File: config.mk
export PLATFORM = sky130hd
export DESIGN_NAME = lcg_keystream_descrambler_checksum_core
export DESIGN_NICKNAME = d
export VERILOG_FILES = /design/src/rtl/lkdc_pkg.sv /design/src/rtl/lkdc_keygen.sv /design/src/rtl/lkdc_step.sv /design/src/rtl/lcg_keystream_descrambler_checksum_core.sv
export SDC_FILE = /design/constraint.sdc
export NUM_CORES = 1
export LEC_CHECK = 0
export BUFFER_PORTS_ARGS = -buffer_cell sky130_fd_sc_hd__clkbuf_2
export CELL_PAD_IN_SITES_DETAIL_PLACEMENT = 0
export CELL_PAD_IN_SITES_GLOBAL_PLACEMENT = 2
export CORE_MARGIN = 1.5
export CORE_UTILIZATION = 38
export DETAILED_ROUTE_END_ITERATION = 12
export PLACE_DENSITY_LB_ADDON = 0.1
export SLEW_MARGIN = 20
export SYNTH_ARGS = -nofsm -noshare
export SYNTH_HDL_FRONTEND = slang
export SYNTH_SLANG_ARGS = --single-unit
File: constraint.sdc
create_clock -name clk -period 5.7 [get_ports clk]
set_input_delay 1.14 -clock clk [delete_from_list [all_inputs] [get_ports clk]]
set_output_delay 1.14 -clock clk [all_outputs]
set_load 0.02 [all_outputs]
File: src/rtl/lkdc_pkg.sv
// Shared types, constants and helper functions for the LCG keystream descrambler.
// No dependencies; used by every module of the block by scoped names.
package lkdc_pkg;

	localparam logic [3:0]  HDR_BYTES   = 4'd12;
	localparam logic [3:0]  MAGIC_BYTES = 4'd4;
	localparam logic [3:0]  SUM_END     = 4'd8;
	localparam logic [31:0] LCG_MUL     = 32'd69069;
	localparam logic [31:0] LCG_INC     = 32'd1;
	localparam logic [31:0] ROT_TEST    = 32'h0000_0110;
	localparam int          KEY_W       = 15;

	localparam logic [1:0] ST_OK        = 2'd0;
	localparam logic [1:0] ST_SHORT     = 2'd1;
	localparam logic [1:0] ST_BAD_MAGIC = 2'd2;
	localparam logic [1:0] ST_MISMATCH  = 2'd3;

	typedef struct packed {
		logic       emit;
		logic [7:0] data;
		logic       data_valid;
		logic       done;
		logic [1:0] status;
	} res_t;

	// Expected magic byte at a header position ("JPMH").
	function automatic logic [7:0] magic_byte(input logic [1:0] idx);
		logic [7:0] b;
		unique case (idx)
			2'd0: b = 8'h4A;
			2'd1: b = 8'h50;
			2'd2: b = 8'h4D;
			2'd3: b = 8'h48;
			default: b = 8'h00;
		endcase
		return b;
	endfunction

	// Sign-extend a decoded word, xor it in, then rotate by one.
	function automatic logic [31:0] fold_word(input logic [31:0] sum, input logic [15:0] w);
		logic [31:0] s;
		s = sum ^ {{16{w[15]}}, w};
		if ((s & ROT_TEST) != 32'd0)
			return {s[30:0], s[31]};
		else
			return {s[0], s[31:1]};
	endfunction

endpackage

File: src/rtl/lkdc_keygen.sv
// Keystream generator step: advance the 69069 LCG once and pick the 15-bit word key.
// Depends on lkdc_pkg.
module lkdc_keygen (
	input  logic [31:0]                    gen_cur,
	output logic [31:0]                    gen_next,
	output logic [lkdc_pkg::KEY_W-1:0]     key_next
);

	logic [31:0] prod;

	assign prod     = gen_cur * lkdc_pkg::LCG_MUL;
	assign gen_next = prod + lkdc_pkg::LCG_INC;
	assign key_next = gen_next[lkdc_pkg::KEY_W+7:8];

endmodule

File: src/rtl/lkdc_step.sv
// Per-byte file state: header parse, word descramble, checksum fold and final status.
// Depends on lkdc_pkg and lkdc_keygen.
module lkdc_step (
	input  logic                clk,
	input  logic                arst_n,
	input  logic                fire,
	input  logic [7:0]          byte_s1,
	input  logic                last_s1,
	output lkdc_pkg::res_t      res
);

	logic [3:0]                    hdr_pos_q;
	logic                          magic_good_q;
	logic [31:0]                   stored_sum_q;
	logic [31:0]                   gen_q;
	logic [lkdc_pkg::KEY_W-1:0]    key_q;
	logic                          high_next_q;
	logic [7:0]                    pend_q;
	logic [31:0]                   sum_q;

	logic [31:0]                   gen_next;
	logic [lkdc_pkg::KEY_W-1:0]    key_next;
	logic                          in_hdr;
	logic                          in_magic;
	logic                          magic_n;
	logic [3:0]                    pos_n;
	logic [7:0]                    dec_lo;
	logic [7:0]                    dec_hi;
	logic [7:0]                    dec;
	logic [31:0]                   sum_fold;
	logic [31:0]                   sum_n;
	logic                          pay_valid;

	lkdc_keygen u_keygen (
		.gen_cur  (gen_q),
		.gen_next (gen_next),
		.key_next (key_next)
	);

	assign in_hdr   = hdr_pos_q < lkdc_pkg::HDR_BYTES;
	assign in_magic = hdr_pos_q < lkdc_pkg::MAGIC_BYTES;
	assign magic_n  = magic_good_q &
		(!in_magic || (byte_s1 == lkdc_pkg::magic_byte(hdr_pos_q[1:0])));
	assign pos_n    = in_hdr ? hdr_pos_q + 4'd1 : hdr_pos_q;

	assign dec_lo   = byte_s1 ^ key_next[7:0];
	assign dec_hi   = byte_s1 ^ {1'b0, key_q[lkdc_pkg::KEY_W-1:8]};
	assign dec      = high_next_q ? dec_hi : dec_lo;
	assign sum_fold = lkdc_pkg::fold_word(sum_q, {dec_hi, pend_q});
	assign sum_n    = (!in_hdr && high_next_q) ? sum_fold : sum_q;
	assign pay_valid = !in_hdr && magic_good_q;

	always_comb begin
		res            = '0;
		res.emit       = pay_valid || last_s1;
		res.data_valid = pay_valid;
		res.data       = pay_valid ? dec : 8'h00;
		res.done       = last_s1;
		if (last_s1) begin
			if (pos_n < lkdc_pkg::HDR_BYTES)
				res.status = lkdc_pkg::ST_SHORT;
			else if (!magic_n)
				res.status = lkdc_pkg::ST_BAD_MAGIC;
			else if (sum_n != stored_sum_q)
				res.status = lkdc_pkg::ST_MISMATCH;
			else
				res.status = lkdc_pkg::ST_OK;
		end
	end

	always_ff @(posedge clk or negedge arst_n) begin
		if (!arst_n) begin
			hdr_pos_q    <= '0;
			magic_good_q <= 1'b1;
			stored_sum_q <= '0;
			gen_q        <= '0;
			key_q        <= '0;
			high_next_q  <= 1'b0;
			pend_q       <= '0;
			sum_q        <= '0;
		end else if (fire) begin
			if (last_s1) begin
				// end of file: start clean for the next one
				hdr_pos_q    <= '0;
				magic_good_q <= 1'b1;
				stored_sum_q <= '0;
				gen_q        <= '0;
				key_q        <= '0;
				high_next_q  <= 1'b0;
				pend_q       <= '0;
				sum_q        <= '0;
			end else if (in_hdr) begin
				hdr_pos_q    <= pos_n;
				magic_good_q <= magic_n;
				if (!in_magic && hdr_pos_q < lkdc_pkg::SUM_END)
					stored_sum_q <= {byte_s1, stored_sum_q[31:8]};
				else if (!in_magic)
					gen_q <= {byte_s1, gen_q[31:8]};
			end else if (!high_next_q) begin
				gen_q       <= gen_next;
				key_q       <= key_next;
				pend_q      <= dec_lo;
				high_next_q <= 1'b1;
			end else begin
				sum_q       <= sum_fold;
				high_next_q <= 1'b0;
			end
		end
	end

endmodule

File: src/rtl/lcg_keystream_descrambler_checksum_core.sv
// Top level of the LCG keystream descrambler with rotating checksum.
// Depends on lkdc_pkg and lkdc_step (which instantiates lkdc_keygen).
//
// A scrambled file enters one byte per request, header first, with in_last on its
// final byte. The 12-byte header carries the magic "JPMH", a little-endian stored
// checksum and a little-endian 32-bit seed; header bytes give no result except when
// marked last. Each payload byte gives one result with byte_valid set while the magic
// is good; on a bad magic payload is dropped. The result for the last byte has
// done_res set and a status: 0 ok, 1 too short, 2 bad magic, 3 checksum mismatch.
// After the last byte all state returns to reset, so the next byte opens a new file.
// Timing: the block takes one byte per cycle while the consumer does not stall. A byte
// is held in the input register, is processed by one pass of logic (one 32-bit constant
// multiply for the generator, xor, checksum fold) and its result is loaded into the
// output register when the byte advances out of the input register. The input register
// advances whenever the output register is empty or being drained in the same cycle;
// a result held by a stalled consumer holds the input register and thus the input.
module lcg_keystream_descrambler_checksum_core (
	input  logic       clk,
	input  logic       arst_n,
	input  logic       in_valid,
	output logic       in_ready,
	input  logic [7:0] in_byte,
	input  logic       in_last,
	output logic       out_valid,
	input  logic       out_ready,
	output logic [7:0] out_byte,
	output logic       byte_valid,
	output logic       done_res,
	output logic [1:0] status
);

	// input register
	logic       valid_s1;
	logic [7:0] byte_s1;
	logic       last_s1;

	// output register
	logic       out_valid_q;
	logic [7:0] out_byte_q;
	logic       byte_valid_q;
	logic       done_q;
	logic [1:0] status_q;

	logic           adv;
	lkdc_pkg::res_t res;

	// advance the held request when the output slot is free or draining now
	assign adv      = valid_s1 && (!out_valid_q || out_ready);
	assign in_ready = !valid_s1 || adv;

	always_ff @(posedge clk or negedge arst_n) begin
		if (!arst_n) begin
			valid_s1 <= 1'b0;
		end else if (in_ready) begin
			valid_s1 <= in_valid;
		end
	end

	always_ff @(posedge clk) begin
		if (in_valid && in_ready) begin
			byte_s1 <= in_byte;
			last_s1 <= in_last;
		end
	end

	lkdc_step u_step (
		.clk     (clk),
		.arst_n  (arst_n),
		.fire    (adv),
		.byte_s1 (byte_s1),
		.last_s1 (last_s1),
		.res     (res)
	);

	// load a result only when the request produces one; otherwise drain
	always_ff @(posedge clk or negedge arst_n) begin
		if (!arst_n) begin
			out_valid_q <= 1'b0;
		end else if (adv) begin
			out_valid_q <= res.emit;
		end else if (out_ready) begin
			out_valid_q <= 1'b0;
		end
	end

	always_ff @(posedge clk) begin
		if (adv && res.emit) begin
			out_byte_q   <= res.data;
			byte_valid_q <= res.data_valid;
			done_q       <= res.done;
			status_q     <= res.status;
		end
	end

	assign out_valid  = out_valid_q;
	assign out_byte   = out_byte_q;
	assign byte_valid = byte_valid_q;
	assign done_res   = done_q;
	assign status     = status_q;

	// a result that does not close a file always carries a payload byte
	a_mid_has_byte: assert property (@(posedge clk) disable iff (!arst_n)
		out_valid && !done_res |-> byte_valid)
		else $error("mid-file result without payload byte");

	// status is only reported on the closing result
	a_mid_status_ok: assert property (@(posedge clk) disable iff (!arst_n)
		out_valid && !done_res |-> status == lkdc_pkg::ST_OK)
		else $error("status set on mid-file result");

	// bad magic or too short suppresses the payload byte
	a_err_no_byte: assert property (@(posedge clk) disable iff (!arst_n)
		out_valid && done_res &&
		(status == lkdc_pkg::ST_BAD_MAGIC || status == lkdc_pkg::ST_SHORT) |-> !byte_valid)
		else $error("payload byte on suppressed result");

	// a held request is not lost while the output stalls
	a_s1_hold: assert property (@(posedge clk) disable iff (!arst_n)
		valid_s1 && !adv |=> valid_s1 && $stable(byte_s1) && $stable(last_s1))
		else $error("input register lost a stalled request");

endmodule

==> flow_summary.toml, run 1 <==
[run_status]
status = "finished, final reports clean"

[floorplan]
dieArea_mm2 = 0.0413
io_pins = 27
coreArea_mm2 = 0.0396
die_width_um = 203
initial_utilization = 0.384
rows = 73
chipHeight_um = 203

[sta]
maxSlewHeadroom = 0.429
finalHoldViolCount = 0
fin_setup_tns_ps = 0
fin_ws_ps = 165
skew_ps = 12.8
period_minus_slack_ps = 5540
min_period_over_period = 0.971
setup_viol = 0
max_slew.worst_pin.slew_ps = 856
maxSlewViolCount = 0
fmax_ghz = 0.181

[detailed_routing]
vias_per_cell = 5.27
vias = 11740
drtPass1Iterations = 5
wl_mm = 49.3
initialDrtViolationCount = 713
ant_nets = 0
route.detailed.drc = 0
wl_per_cell_um = 22.1

[final_layout]
final_cell_mix = "inv_1 (288), nand2_1 (160), ha_1 (153)"
final_common_cell = "inv_1"
layout-drive-gt1-share = 0.132
fin_nets = 2021
diodes = 0
fin_cells = 2228
final_util = 0.439
area_growth_pct = 14.2

[power_and_ir_drop]
seqPwrFrac = 0.115
p_switching_mw = 5.51
p_sw_frac = 0.513
p_int_mw = 5.23
power.density_mw_per_mm2 = 618
clkPwrFrac = 0.107
p_comb_frac = 0.778
ir_worst_vdd_mv = 1.13
leakage_nw = 8.37

[cts]
insertion_delay_ps = 460
clock_path_buffers = 2
cts_tree = "yes"
cts_num_sinks = 140
cts_inserted_buffers = 17
cts-root-buf = "clkbuf_16"
clk_pin_slew_ps = 70
cts.htree.levels = 4

[synthesis]
ys.warnings.count = 0
ys.flop_type = "dfrtp_1"
synth.distinct_cells = 74
synth_compound_area_frac = 0.134
synth_top_family_by_area = "adder cells"
async_flop_share = 0.850
syn_area_mm2 = 0.0152
synth-adder-area-share = 0.332
synthCells = 1633
synth_edf_count = 21
synth_xor_area_frac = 0.0867
synthSimpleGateAreaFrac = 0.0905
seq_area_frac_synth = 0.237
synthMuxAreaShare = 0.0284
syn-num-nets = 1964
ys_ff_latch = 140
syn_area_per_cell_um2 = 9.33

[hold_path]
min_path_type = "reg2reg"
holdPathStages = 2
hp-start = "u_step.sum_q[13]$_DFFE_PN0P_"
min_to = "u_step.sum_q[13]$_DFFE_PN0P_"

[setup_path]
cp-start-kind = "flip-flop"
arrival_ps = 5920
path_cells = "ha_4 > xor2_2 > ha_1 > fa_1 > inv_1 > fa_1 > inv_1 > fa_1 > inv_1 > fa_1 > inv_1 > ha_4 > a21oi_2 > nor2b_1 > a31oi_4 > a2111oi_4 > buf_4 > mux2_2 > a221oi_2 > buf_4 > nand2_1 > a21oi_1"
crit_path_top_delay_cell = "fa_1"
r2r-start = "u_step.gen_q[6]$_DFFE_PN0P_"
r2r-end = "u_step.gen_q[20]$_DFFE_PN0P_"
crit_type = "reg2reg"
required_ps = 6090
crit_fanout = 4
reg2reg_depth = 22
cpPeakStageDelay_ps = 520
cp-end-kind = "flip-flop"
r2r_setup_slack_ps = 160

[placed_design]
place_inst = 2188
place.gp.congestion = 0.851
dpl_worst_slack_ps = -255
io_buffers = 26
place_hpwl_mm = 38.2

[grt]
antenna_found_initial = 0
grt_pass1_wl_mm = 76.9
track_usage = 0.252
grt_max_degree = 81
overflow = 0
grt_pass1_vias = 12379

[run]
cap_violations = 0
-- kinds of logic (layout without fill, tap and decap cells) --
logic type	count (synthesis)	count (layout)
flip-flops	140	140
buffers and inverters	365	435
adder cells (fa/ha/maj)	318	318
XOR/XNOR	139	139
multiplexers	42	42
AO/OA/AOI/OAI	318	318
AND/OR/NAND/NOR	311	311
-- registers in the layout (all words and copies together) (netlist names), 4 cells and up --
register	flops
u_step.stored_sum_q	32
u_step.pend_q	8
u_step.gen_q	32
u_step.sum_q	32
u_step.key_q	7
out_byte	8
byte_s1	8
u_step.hdr_pos_q	4
-- worst max-delay path: cells and delay by family, from the launching register on --
family	cells	cell delay, ps
AO/OA/AOI/OAI	5	860
multiplexers	1	330
buffers and inverters	6	550
adder cells (fa/ha/maj)	7	2810
flip-flops	1	470
XOR/XNOR	1	180
AND/OR/NAND/NOR	2	280
-- Yosys cell counts (5+ instances only) --
| library cell | count | share of area |
|---|---|---|
| inv_1 | 289 | 0.071 |
| fa_1 | 144 | 0.19 |
| clkbuf_1 | 57 | 0.014 |
| a31oi_1 | 11 | 0.0045 |
| nor4_1 | 5 | 0.0021 |
| xnor2_1 | 89 | 0.051 |
| nand2_1 | 161 | 0.040 |
| buf_1 | 9 | 0.0022 |
| a221o_1 | 6 | 0.0039 |
| nor2b_1 | 9 | 0.0037 |
| mux2i_1 | 37 | 0.024 |
| dfrtp_1 | 118 | 0.19 |
| a41oi_1 | 5 | 0.0029 |
| a21oi_1 | 90 | 0.030 |
| a21o_1 | 14 | 0.0069 |
| xnor3_1 | 5 | 0.0074 |
| ha_1 | 174 | 0.14 |
| nor2_1 | 63 | 0.016 |
| and2_1 | 6 | 0.0025 |
| nand4_1 | 7 | 0.0029 |
| o21bai_1 | 5 | 0.0025 |
| buf_2 | 7 | 0.0023 |
| o221ai_1 | 5 | 0.0029 |
| o22ai_1 | 13 | 0.0053 |
| edfxtp_1 | 21 | 0.041 |
| nand2b_1 | 5 | 0.0021 |
| o31ai_1 | 13 | 0.0064 |
| nor3_1 | 18 | 0.0059 |
| nand3_1 | 14 | 0.0046 |
| o21ai_0 | 81 | 0.027 |
| and3_1 | 11 | 0.0045 |
| xor2_1 | 43 | 0.025 |
| a22o_1 | 15 | 0.0086 |
-- through the flow --
step	total power [mW]	area (um2)	hold WS [ps]
after detailed placement	9.22	16300	477
after global routing	11.8	17400	514
after CTS	10.5	16900	492
final	10.7	17400	487
after global placement	9.27	16300	469
after floorplan	6.39	15200	424
-- cell type report --
cell class,count,area (um2)
inverters,290,1090
clock inverters,14,153
clock buffers,18,429
repair buffers,113,801
multi-input cells,1128,10700
fillers,3938,22200
flip-flops and latches,140,3620
well taps,525,657
-- worst max path at each step --
stage,from,cells past startpoint,endpoint,slack [ps]
finish,u_step.gen_q[6]$_DFFE_PN0P_,22,u_step.gen_q[20]$_DFFE_PN0P_,160
global route,u_step.gen_q[6]$_DFFE_PN0P_,22,u_step.gen_q[20]$_DFFE_PN0P_,-60
global placement,u_step.gen_q[10]$_DFFE_PN0P_,19,u_step.gen_q[24]$_DFFE_PN0P_,-180
floorplan,u_step.gen_q[8]$_DFFE_PN0P_,19,u_step.gen_q[20]$_DFFE_PN0P_,200
CTS,u_step.gen_q[4]$_DFFE_PN0P_,20,u_step.gen_q[20]$_DFFE_PN0P_,6
detailed placement,u_step.gen_q[14]$_DFFE_PN0P_,18,u_step.gen_q[24]$_DFFE_PN0P_,-250
-- routing by layer --
layer  up-vias  GRT usage  routed length [um]
met5         -          0                   0
met4         0     0.0508                 559
met3        33     0.0310                1660
met2       228      0.398               22600
met1      5944      0.370               24400
li1       5535          -                   -
-- repair_timing --
action,4_1_cts,5_1_grt
setup endpoints to repair,6,26
resized for setup,5,70
pin swaps,2,22
setup buffers,1,7
hold buffers,0,0
-- power by group through the flow --
stage / sequential [mW] / combinational, mW / clock (mW)
after floorplan: 1.20 / 5.20 / 0
after global placement: 1.24 / 8.03 / 0
after detailed placement: 1.24 / 7.98 / 0
after CTS: 1.22 / 8.07 / 1.18
after global routing: 1.24 / 9.33 / 1.21
final: 1.23 / 8.36 / 1.15
Power figures use the tool's default switching activity.
==> run 2: changes to the inputs <==
Settings changed: CORE_MARGIN 1.5 to 4, CORE_UTILIZATION 38 to 46.
Clock period 5.7 ns to 6.5 ns, I/O delays scaled along.
==> run 2 against run 1 <==
Clock power shrank 16%. Core utilization grew 6.5 points. Sequential share of layout area grew 1.2 points. Critical endpoint is now u_step.gen_q[24]$_DFFE_PN0P_. Wire length shrank 6.2%. Highest routed layer unchanged. Register-to-register slack gained 230 ps. Largest cell class unchanged. Fmax shrank 9.4%.
==> flow_summary.toml, run 2 (same netlist as run 1, synthesis figures left out) <==
[sta]
period_minus_slack_ps = 6110
maxSlewHeadroom = 0.229
fin_setup_tns_ps = 0
rsz0062_at_grt = "no"
min_period_over_period = 0.939
skew_ps = 17.3
max_slew.worst_pin.slew_ps = 1150
finalHoldViolCount = 0
maxSlewViolCount = 0
setup_viol = 0
fmax_ghz = 0.164

[floorplan]
dieArea_mm2 = 0.0361
die_width_um = 190
initial_utilization = 0.467
chipHeight_um = 190
coreArea_mm2 = 0.0326
rows = 66
io_pins = 27

[detailed_routing]
route.met2.wl_mm = 20.2
wl_mm = 46.2
vias = 11625
initialDrtViolationCount = 923
vias_per_cell = 5.56
drtPass1Iterations = 5
routed.top_layer = "met4"
met1Wirelength_mm = 22.2
dr_wl_met3_mm = 3.02
ant_nets = 0
wl_per_cell_um = 22.1
route.detailed.drc = 0

[power_and_ir_drop]
leakage_nw = 8.05
clkPwrFrac = 0.115
p_switching_mw = 4.38
seqPwrFrac = 0.131
p_sw_frac = 0.519
p_comb_frac = 0.755
p_int_mw = 4.05
ir_worst_vdd_mv = 1.40
power.density_mw_per_mm2 = 513

[hold_path]
min_path_type = "reg2reg"

[grt]
grt_max_degree = 65
overflow = 0
track_usage = 0.265
grt_pass1_vias = 12009
grt_pass1_wl_mm = 72.7
antenna_found_initial = 0

[placed_design]
io_buffers = 26
place_hpwl_mm = 36.0
placed_cell_area_mm2 = 0.0159
place.gp.congestion = 0.891

[cts]
insertion_delay_ps = 450
cts-resized-gates = 0
cts.htree.levels = 4
clock_path_buffers = 2
cts-root-buf = "clkbuf_16"
postCtsHoldBufs = 0
cts_num_sinks = 140
post_cts_buffers = 0
cts_inserted_buffers = 17
clk_pin_slew_ps = 70
cts_tree = "yes"

[setup_path]
cpMostUsedCell = "fa_1"
cp-start-kind = "flip-flop"
cpPeakStageDelay_ps = 810
arrival_ps = 6460
required_ps = 6850
crit_path_top_delay_cell = "o311ai_0"
crit_type = "reg2reg"
path_cells = "ha_1 > inv_1 > fa_1 > fa_1 > inv_1 > fa_1 > fa_1 > inv_1 > fa_1 > inv_1 > ha_1 > and2_1 > nand4_1 > o311ai_0 > a41oi_1 > xnor2_1 > nand2_1 > a311oi_1"
cp-end-kind = "flip-flop"
crit_fanout = 8

[final_layout]
diodes = 0
final_common_cell = "inv_1"
post-route-cell-area_mm2 = 0.0164
area_growth_pct = 7.86
regArea_mm2 = 0.00361
multi_input_area_mm2 = 0.0103
final_cell_mix = "inv_1 (289), ha_1 (174), nand2_1 (161)"
layout-drive-gt1-share = 0.0637
top_regs = "u_step.gen_q: 32 flops, u_step.stored_sum_q: 32 flops, u_step.sum_q: 32 flops"
n_fill_cell = 3118
fin_nets = 1966

[run]
cap_violations = 0

[run_status]
status = "finished, final reports clean"
[run 2: cell types whose count changed in the layout (fill, tap and decap cells not counted), moves of 4 or more]
cell and change:
ha_4 -16, buf_6 -4, buf_4 -51, a21oi_2 -9, ha_1 +21, dfrtp_2 -5
fa_2 -4, o21ai_0 +4, dfrtp_1 +5, ha_2 -5, a21oi_1 +9, fa_1 +4
o21ai_2 -4
[run 2: routing by layer]
| layer | vias to the layer above | track usage |
|---|---|---|
| met1 | 5811 | 0.405 |
| met4 | 0 | 0.0584 |
| met5 | - | 0 |
| met3 | 49 | 0.0475 |
| met2 | 353 | 0.395 |
| li1 | 5412 | - |
[run 2: final cells by class]
cell class,instances,area share
timing repair buffer,58,0.0227
tap,442,0.0336
clock inverter,11,0.00685
multi-input combinational,1128,0.624
clock buffer,21,0.0268
inverter,290,0.0662
sequential,140,0.220
[run 2: power by group through the flow]
stage / clock network [mW] / registers (mW) / logic [mW]
3_5_place_dp: 0 / 1.11 / 6.34
5_1_grt: 1.02 / 1.11 / 7.15
6_report: 0.965 / 1.10 / 6.36
4_1_cts: 0.983 / 1.10 / 6.41
2_1_floorplan: 0 / 1.05 / 4.56
3_3_place_gp: 0 / 1.11 / 6.35
[run 2: path summary, 6_finish.rpt]
| kind | startpoint | end | slack, ps | depth (start not counted) |
|---|---|---|---|---|
| min | u_step.sum_q[13]$_DFFE_PN0P_ | u_step.sum_q[13]$_DFFE_PN0P_ | 500 | 2 |
| min in group asynchronous | arst_n | u_step.pend_q[4]$_DFFE_PN0P_ | 980 | 1 |
| max in group asynchronous | arst_n | u_step.key_q[8]$_DFFE_PN0P_ | 4080 | 2 |
| min reg2reg | u_step.sum_q[13]$_DFFE_PN0P_ | u_step.sum_q[13]$_DFFE_PN0P_ | 500 | 2 |
| max reg2reg | u_step.gen_q[7]$_DFFE_PN0P_ | u_step.gen_q[24]$_DFFE_PN0P_ | 390 | 18 |
| max | u_step.gen_q[7]$_DFFE_PN0P_ | u_step.gen_q[24]$_DFFE_PN0P_ | 390 | 18 |
[run 2: critical path, delay by kind of cell, from the launching register on]
family | cells | cell delay (ps)
flip-flops | 1 | 690
AO/OA/AOI/OAI | 3 | 1330
AND/OR/NAND/NOR | 3 | 440
XOR/XNOR | 1 | 200
adder cells (fa/ha/maj) | 7 | 3120
buffers and inverters | 4 | 250
[run 2: stage by stage]
stage               total power, mW  worst slack (ps)   util  hold slack [ps]  cells
floorplan                      5.61               996      -              424   1633
global placement               7.46               590  0.487              471   2058
detailed placement             7.46               492  0.487              477   2058
CTS                            8.48               466  0.504              493   2090
global route                   9.28              64.1  0.504              521   2090
finish                         8.43               393  0.504              496   2090
